==> src/sv/keyed_score_accumulator_table_assert.svh <==
// Assertion macros for the keyed score accumulator table
`ifndef KEYED_SCORE_ACCUMULATOR_TABLE_ASSERT_SVH
`define KEYED_SCORE_ACCUMULATOR_TABLE_ASSERT_SVH
`define KSAT_ASSERT(label, expr, msg) \
  label: assert property (@(posedge clk) disable iff (rst) (expr)) else $error(msg);
`define KSAT_ASSERT_IMPL(label, pre, post, msg) \
  label: assert property (@(posedge clk) disable iff (rst) (pre) |=> (post)) else $error(msg);
`endif

==> src/sv/ksat_pkg.sv <==
// Package for the keyed score accumulator table: types and constants
`timescale 1ns / 1ps
package ksat_pkg;
  localparam int SUM_W = 48;
  localparam int WGT_W = 40;
  localparam int CTX_W = 16;
  localparam int VAL_W = 16;
  localparam int CMD_W = 2;
  localparam logic [CMD_W-1:0] CMD_ACC = 2'd0;
  localparam logic [CMD_W-1:0] CMD_LOOKUP = 2'd1;
  localparam logic [CMD_W-1:0] CMD_DECAY = 2'd2;
  localparam logic [WGT_W-1:0] ONE_FIX = 40'd65536;
  localparam logic [SUM_W-1:0] SUM_MAX = {SUM_W{1'b1}};
  localparam logic [WGT_W-1:0] WGT_MAX = {WGT_W{1'b1}};
  localparam logic [0:0] REG_DECAY = 1'b0;
  localparam logic [0:0] REG_DEFAULT = 1'b1;

  // controller to datapath
  typedef struct packed {
    logic load;       // capture input word
    logic scan_rst;   // restart scan index
    logic scan_inc;   // advance scan index
    logic rd;         // issue read at scan index
    logic cmp;        // compare read entry, latch match
    logic wr_upd;     // write back updated entry at match index
    logic wr_new;     // write new entry at count
    logic dec_mul;    // multiply read entry
    logic dec_wr;     // write decayed entry
    logic res_hit;    // form result from matched entry
    logic res_miss;   // form miss / new / full result
    logic res_zero;   // all-zero result
  } ctl_t;

  // datapath to controller
  typedef struct packed {
    logic scan_done;  // scan index reached fill count
    logic matched;
    logic full;
    logic [CMD_W-1:0] cmd;
  } sts_t;
endpackage

==> src/sv/ksat_ctrl.sv <==
// Controller: command sequencing over the entry scan
`timescale 1ns / 1ps
`include "keyed_score_accumulator_table_assert.svh"
module ksat_ctrl (
  input  logic           clk,
  input  logic           rst,
  input  logic           in_valid,
  output logic           in_ready,
  output logic           out_valid,
  input  logic           out_ready,
  output ksat_pkg::ctl_t ctl,
  input  ksat_pkg::sts_t sts
);
  import ksat_pkg::*;
  localparam logic [3:0] S_IDLE = 4'd0;
  localparam logic [3:0] S_DISP = 4'd1;
  localparam logic [3:0] S_SRD  = 4'd2;
  localparam logic [3:0] S_SCMP = 4'd3;
  localparam logic [3:0] S_FIN  = 4'd4;
  localparam logic [3:0] S_DRD  = 4'd5;
  localparam logic [3:0] S_DMUL = 4'd6;
  localparam logic [3:0] S_DMW  = 4'd7;
  localparam logic [3:0] S_DWR  = 4'd8;
  localparam logic [3:0] S_OUT  = 4'd9;

  logic [3:0] state, state_next;
  logic pending, pending_next;

  assign in_ready = (state == S_IDLE) && (!out_valid || out_ready);

  always_comb begin
    ctl = '0;
    state_next = state;
    pending_next = pending;
    case (state)
      S_IDLE: begin
        if (in_valid && in_ready) begin
          ctl.load = 1'b1;
          ctl.scan_rst = 1'b1;
          state_next = S_DISP;
        end
      end
      S_DISP: begin
        if (sts.cmd == CMD_ACC || sts.cmd == CMD_LOOKUP) begin
          state_next = S_SRD;
        end else if (sts.cmd == CMD_DECAY) begin
          state_next = S_DRD;
        end else begin
          ctl.res_zero = 1'b1;
          state_next = S_OUT;
        end
      end
      S_SRD: begin
        if (sts.scan_done || sts.matched) begin
          state_next = S_FIN;
        end else begin
          ctl.rd = 1'b1;
          ctl.scan_inc = 1'b1;
          state_next = S_SCMP;
        end
      end
      S_SCMP: begin
        ctl.cmp = 1'b1;
        state_next = S_SRD;
      end
      S_FIN: begin
        if (sts.matched) begin
          ctl.res_hit = 1'b1;
          ctl.wr_upd = (sts.cmd == CMD_ACC);
        end else begin
          ctl.res_miss = 1'b1;
          ctl.wr_new = (sts.cmd == CMD_ACC) && !sts.full;
        end
        state_next = S_OUT;
      end
      S_DRD: begin
        if (sts.scan_done) begin
          ctl.res_zero = 1'b1;
          state_next = S_OUT;
        end else begin
          ctl.rd = 1'b1;
          ctl.scan_inc = 1'b1;
          state_next = S_DMUL;
        end
      end
      S_DMUL: begin
        ctl.dec_mul = 1'b1;
        state_next = S_DWR;
      end
      S_DWR: begin
        ctl.dec_wr = 1'b1;
        state_next = S_DRD;
      end
      S_OUT: begin
        pending_next = 1'b1;
        state_next = S_IDLE;
      end
      default: begin
        state_next = S_IDLE;
      end
    endcase
    if (out_valid && out_ready) begin
      pending_next = (state == S_OUT);
    end
  end

  assign out_valid = pending;

  always_ff @(posedge clk) begin
    if (rst) begin
      state <= S_IDLE;
      pending <= 1'b0;
    end else begin
      state <= state_next;
      pending <= pending_next;
    end
  end

  `KSAT_ASSERT(a_load_idle, !ctl.load || state == S_IDLE, "load outside idle")
  `KSAT_ASSERT_IMPL(a_out_hold, out_valid && !out_ready, out_valid, "result dropped")
  `KSAT_ASSERT(a_one_write, $countones({ctl.wr_upd, ctl.wr_new, ctl.dec_wr}) <= 1,
               "write conflict")
endmodule

==> config.mk <==
export PLATFORM = sky130hd
export DESIGN_NAME = ksat_ctrl
export DESIGN_NICKNAME = d
export VERILOG_FILES = /design/src/sv/ksat_pkg.sv /design/src/sv/ksat_ctrl.sv
export VERILOG_INCLUDE_DIRS = /design/src /design/src/sv
export SDC_FILE = /design/constraint.sdc
export NUM_CORES = 1
export LEC_CHECK = 0
export BUFFER_PORTS_ARGS = -buffer_cell sky130_fd_sc_hd__buf_2
export CORE_AREA = 5 5 42 44
export DETAILED_ROUTE_END_ITERATION = 8
export DIE_AREA = 0 0 47 49
export PLACE_DENSITY = 0.59
export SLEW_MARGIN = 15
export SYNTH_ARGS = -nofsm -noshare
export SYNTH_HDL_FRONTEND = slang
export SYNTH_SLANG_ARGS = --single-unit
==> constraint.sdc <==
create_clock -name clk -period 1.7 [get_ports clk]
set_input_delay 0.17 -clock clk [delete_from_list [all_inputs] [get_ports clk]]
set_output_delay 0.17 -clock clk [all_outputs]
set_load 0.01 [all_outputs]
==> results of run 1 <==
[power breakdown]
group | switching, mW | total [mW] | internal, mW
clock | 0.0425 | 0.131 | 0.0883
combinational | 0.113 | 0.220 | 0.107
sequential | 0.0139 | 0.144 | 0.130
total | 0.170 | 0.494 | 0.325
[worst max-delay path, cell delays in order, from the launching register on]
cell      delay (ns)
dfxtp_4         0.34
or4b_4          0.54
a211oi_4        0.24
buf_2           0.17
[final timing paths]
check	slack [ns]	cells after the start	to
worst min register to register	0.53	2	out_valid$_SDFFE_PP0P_
worst max register to register	0.10	6	state[3]$_SDFFE_PP0P_
worst max-delay path	-0.004	3	ctl[8]
worst min-delay path	0.11	2	out_valid$_SDFFE_PP0P_
[synth_stat cells, types with 2 or more instances]
cell type  count  share of area
nor2_1         9          0.075
dfxtp_1        5           0.22
nor3b_1        2          0.033
a211oi_2       2          0.055
inv_1          2          0.017
nor4b_1        2          0.039
nor2b_1        4          0.055
nand2_1        3          0.025
buf_4          3          0.050
o21ai_0        2          0.022
a21oi_1        6          0.066
nand3_1        2          0.022
nand2b_1       4          0.055
a21o_1         2          0.033
[logic make-up after synthesis]
family / Yosys count
AND/OR/NAND/NOR: 33
AO/OA/AOI/OAI: 16
buffers and inverters: 8
flip-flops: 5
[through the flow]
| stage | util | area [µm²] | cells | setup TNS [ns] |
|---|---|---|---|---|
| after global routing | 0.512 | 717 | 109 | -0.166 |
| final | 0.512 | 717 | 109 | -0.00739 |
| after floorplan | - | 458 | 62 | -0.00490 |
| after CTS | 0.483 | 677 | 109 | -0.0867 |
| after detailed placement | 0.405 | 568 | 97 | 0 |
| after global placement | 0.405 | 568 | 97 | 0 |
[flip-flops by register name, indices dropped and copies added (netlist names)]
register	cells
out_valid	1
state	4
[timing repair]
action / 4_1_cts / 5_1_grt
pin swaps: 2 / 3
resized for setup: 8 / 9
setup buffers: 8 / 0
endpoints found under the setup margin: 6 / 8
[layout make-up]
class                           count  area, µm²  area share
Clock buffer                        4       26.3      0.0366
Inverter                            2       7.51      0.0105
Multi-Input combinational cell     49        357       0.497
Sequential cell                     5        110       0.154
Tap cell                           16       20.0      0.0279
Timing Repair Buffer               33        196       0.274
[layout by cell type (no fill, tap or decap), types with 3 or more instances in the layout]
cell type,n
a21oi_1,6
buf_2,22
buf_4,10
clkbuf_4,3
nand2_1,3
nand2b_1,3
nor2_1,7
nor2b_1,4
[per-layer routing]
metal | routed length, µm | vias to the layer above
met2 | 769 | 7
met5 | 0 | -
met3 | 24 | 0
met1 | 600 | 245
met4 | 0 | 0
li1 | - | 287
==> flow_summary.yaml, run 1 <==
timing:
  fin_crit_sh: 1.00
  rsz0062_at_grt: "yes"
  maxSlewViolCount: 0
  skew_ns: 0.00167
  hold_viol: 0
  fmax_mhz: 587
  setup_ws_ns: -0.00372
  finalSetupViolations: 2
  worstMarginPinSlew_ns: 0.320
  holdWs_ns: 0.105
  period_minus_slack_ns: 1.70
  maxSlewHeadroom: 0.785
run:
  drv_cap: 0
routing:
  wl_per_cell_um: 12.8
  drtPass1Iterations: 4
  routed-via-count: 539
  ant_nets: 0
  drt_iter0_markers: 13
  drc: 0
  wl_mm: 1.39
  avgViaCountPerCell: 4.94
synth:
  synth_cells: 62
  synth_flop_cell: "dfxtp_1"
  synthMuxAreaShare: 0
  synth_area_um2: 452
  synth_warnings: 0
  ys_seq_area_frac: 0.222
  async_reset_ff_frac: 0
  synth_seq_cells: 5
  synth_xor_area_frac: 0
  synth.distinct_cells: 28
  synth_edf_count: 0
  synth_top_family_by_area: "simple AND/OR/NAND/NOR gates"
  synth_compound_gate_area_share: 0.244
  synth-simple-area-share: 0.424
  syn-num-nets: 71
  avgSynthCellArea_um2: 7.29
  synth_fa_ha_area_frac: 0
grt:
  met2_usage: 0.219
  top_usage_layer: "met2"
  met3_usage: 0.0111
  grt_use_total: 0.125
  met1_usage: 0.143
  grt_overflow: 0
  grt_pass1_wl_mm: 2.17
  grt_max_degree: 8
  grt_pass1_vias: 488
  antenna_found_initial: 0
clock_network:
  cts_root_buf: "clkbuf_4"
  htreeDepth: 1
  clockBufferDepth: 2
  cts_sinks: 5
  clock_latency_ns: 0.23
  cts_buffers: 3
  cts_tree: "yes"
  cts_hold_buf: 0
  cts.reportedPaths.clkPinSlew_ns: 0.04
finish:
  layout-drive-gt1-share: 0.559
  areaGrowthSynthToFinish_pct: 58.7
  num_antenna_cells: 0
  finalNetCount: 103
  nFillCells: 140
place:
  io_buffers: 22
  pre_cts_ws_ns: 0.0935
  hpwlAfterDp_um: 891
  gp_congestion: 0.766
critical_path:
  r2r-start: "state[2]$_SDFFE_PP0P_"
  critPathMaxFanout: 4
  critPathLaunchType: "register"
  crit_required_ns: 1.53
  startpoint: "state[0]$_SDFFE_PP0P_"
  critPathCaptureType: "output port"
  crit_type: "reg2out"
  arrival_ns: 1.53
min_path:
  hp-class: "in2reg"
  hp-start: "rst"
die:
  die-area_mm2: 0.00230
  initial_core_util: 0.322
  num_rows: 14
  die_w_um: 47
  io_pins: 23
  core_mm2: 0.00140
  die_h_um: 49
pwr:
  p_total_mw: 0.494
  peakVddDrop_mv: 0.410
  p_per_area_mw_per_mm2: 689
  p_leak_nw: 0.327
status:
  status: "finished with violations"
  violations: "negative setup slack"
(Power assumes the default switching activity.)
==> run 2: changes to the inputs <==
- BUFFER_PORTS_ARGS: -buffer_cell sky130_fd_sc_hd__buf_2 -> -buffer_cell sky130_fd_sc_hd__buf_4
==> run 2 against run 1 <==
Compared with the run above:
- the run now ends clean
- die area is the same
- flip-flop and latch count did not move
- clock skew is 0.0035 ns higher
- non-clock buffer count is 3 lower
- count of clock-buffer cells in the layout did not move
- cell count fell by 2.8%
- wire length is 7.8% lower
- sequential share of layout area shrank 0.44 points
- register-to-register slack better by 0.03 ns
- worst hold slack lost 0.012 ns
- critical endpoint unchanged
- largest power group unchanged
==> flow_summary.yaml, run 2 (same netlist as run 1, synthesis figures left out) <==
pwr:
  power_frac_seq: 0.291
  p_leak_nw: 0.321
  swShare: 0.329
  power_frac_clock: 0.267
  p_per_area_mw_per_mm2: 672
  peakVddDrop_mv: 0.401
  p_int_mw: 0.333
  power_switching_mw: 0.163
  comb_power_share: 0.442
die:
  core_mm2: 0.00140
  die-area_mm2: 0.00230
  die_h_um: 49
  io_pins: 23
  die_w_um: 47
  initial_core_util: 0.322
  num_rows: 14
finish:
  final_common_cell: "buf_4"
  finalInstanceArea_um2: 738
  largest_reg_flops: 4
  num_antenna_cells: 0
  nFillCells: 143
  areaGrowthSynthToFinish_pct: 63.4
  final_cell_mix: "buf_4, nor2_1, a21oi_1, nand2b_1, nor2b_1"
  regMostFlops: "state"
  layout-drive-gt1-share: 0.511
  fin_cells: 106
  finalNetCount: 100
critical_path:
  crit_chain: "or4b_4, a211oi_4, buf_4"
  cp.depth: 3
  crit_type: "reg2out"
  max_stage_delay_ns: 0.52
  crit_family: "simple AND/OR/NAND/NOR gates"
  critPathMaxFanout: 4
  critPathCaptureType: "output port"
  crit_path_end: "ctl[8]"
  critPathLaunchType: "register"
  rr_worst_depth: 5
  startpoint: "state[0]$_SDFFE_PP0P_"
  slowest_stage: "or4b_4"
  arrival_ns: 1.50
  r2r-start: "state[0]$_SDFFE_PP0P_"
  crit-reg2reg-capture: "state[3]$_SDFFE_PP0P_"
  r2r_setup_slack_ns: 0.13
  crit_required_ns: 1.53
  crit_buf_inv: 1
routing:
  avgViaCountPerCell: 4.94
  drt_iter0_markers: 12
  wl_mm: 1.29
  routed-via-count: 524
  wl_per_cell_um: 12.1
  drc: 0
  drtPass1Iterations: 4
  ant_nets: 0
timing:
  setup_ws_ns: 0.0253
  fin_crit_sh: 0.985
  worstMarginPinSlew_ns: 0.254
  maxSlewHeadroom: 0.831
  fmax_mhz: 597
  hold_viol: 0
  period_minus_slack_ns: 1.67
  rsz0062_at_grt: "yes"
  finalSetupViolations: 0
  skew_ns: 0.00513
  maxSlewViolCount: 0
clock_network:
  htreeDepth: 1
  cts_buffers: 3
  cts.reportedPaths.clkPinSlew_ns: 0.04
  cts_sinks: 5
  cts_hold_buf: 0
  clockBufferDepth: 2
  cts_tree: "yes"
  clock_latency_ns: 0.24
  cts_root_buf: "clkbuf_4"
status:
  status: "complete, no violations"
place:
  io_buffers: 22
  gp_congestion: 0.782
  pre_cts_ws_ns: 0.149
  post_dp_cell_area_um2: 631
  place_inst: 98
  hpwlAfterDp_um: 967
grt:
  grt_pass1_wl_mm: 2.01
  grt_use_total: 0.115
  grt_pass1_vias: 483
  antenna_found_initial: 0
  grt_max_degree: 9
  grt_overflow: 0
min_path:
  hp-class: "in2reg"
run:
  drv_cap: 0
## run 2: timing repair
action,4_1_cts,5_1_grt
gates resized for setup,6,7
buffers inserted,3,1
endpoints found under the setup margin,4,6
pin swaps,2,1
hold endpoints to repair,0,0
## run 2: cell type report
type / count / area, µm² / share of cell area
Clock buffer: 4 / 26.3 / 0.0356
Timing Repair Buffer: 30 / 225 / 0.305
Sequential cell: 5 / 110 / 0.149
Inverter: 2 / 7.51 / 0.0102
Multi-Input combinational cell: 49 / 349 / 0.473
Tap cell: 16 / 20.0 / 0.0271
## run 2: worst min path at each step
stage / cells past startpoint / endpoint / start
floorplan: 1 / out_valid$_SDFFE_PP0P_ / rst
global placement: 2 / out_valid$_SDFFE_PP0P_ / rst
detailed placement: 2 / out_valid$_SDFFE_PP0P_ / rst
finish: 2 / out_valid$_SDFFE_PP0P_ / rst
global route: 2 / out_valid$_SDFFE_PP0P_ / rst
CTS: 2 / out_valid$_SDFFE_PP0P_ / rst
## run 2: layer usage
layer	up-vias	track usage	wire length [µm]
met2	2	0.181	656
met5	-	0	0
met3	0	0.0111	11
met1	240	0.143	616
met4	0	0.0691	0
li1	282	-	-
## run 2: power groups by stage
| stage | Sequential, mW | Clock, mW | Combinational [mW] |
|---|---|---|---|
| 2_1_floorplan | 0.135 | 0 | 0.127 |
| 3_3_place_gp | 0.149 | 0 | 0.183 |
| 3_5_place_dp | 0.150 | 0 | 0.181 |
| 4_1_cts | 0.142 | 0.139 | 0.206 |
| 5_1_grt | 0.145 | 0.147 | 0.237 |
| 6_report | 0.144 | 0.132 | 0.219 |
## run 2: per-stage QoR
| stage | power (mW) | utilization | setup TNS (ns) | hold WS, ns |
|---|---|---|---|---|
| after floorplan | 0.263 | - | -0.00490 | 0.239 |
| after global routing | 0.529 | 0.527 | -0.104 | 0.0952 |
| after detailed placement | 0.331 | 0.450 | 0 | 0.342 |
| after global placement | 0.332 | 0.450 | 0 | 0.344 |
| final | 0.496 | 0.527 | 0 | 0.0930 |
| after CTS | 0.488 | 0.498 | -0.0661 | 0.0870 |
## run 2: worst register-to-register path, stage by stage (launching register included)
cell	delay (ns)
dfxtp_4	0.34
buf_4	0.15
nor2_1	0.17
nor2b_1	0.08
or4_4	0.52
a211oi_2	0.22
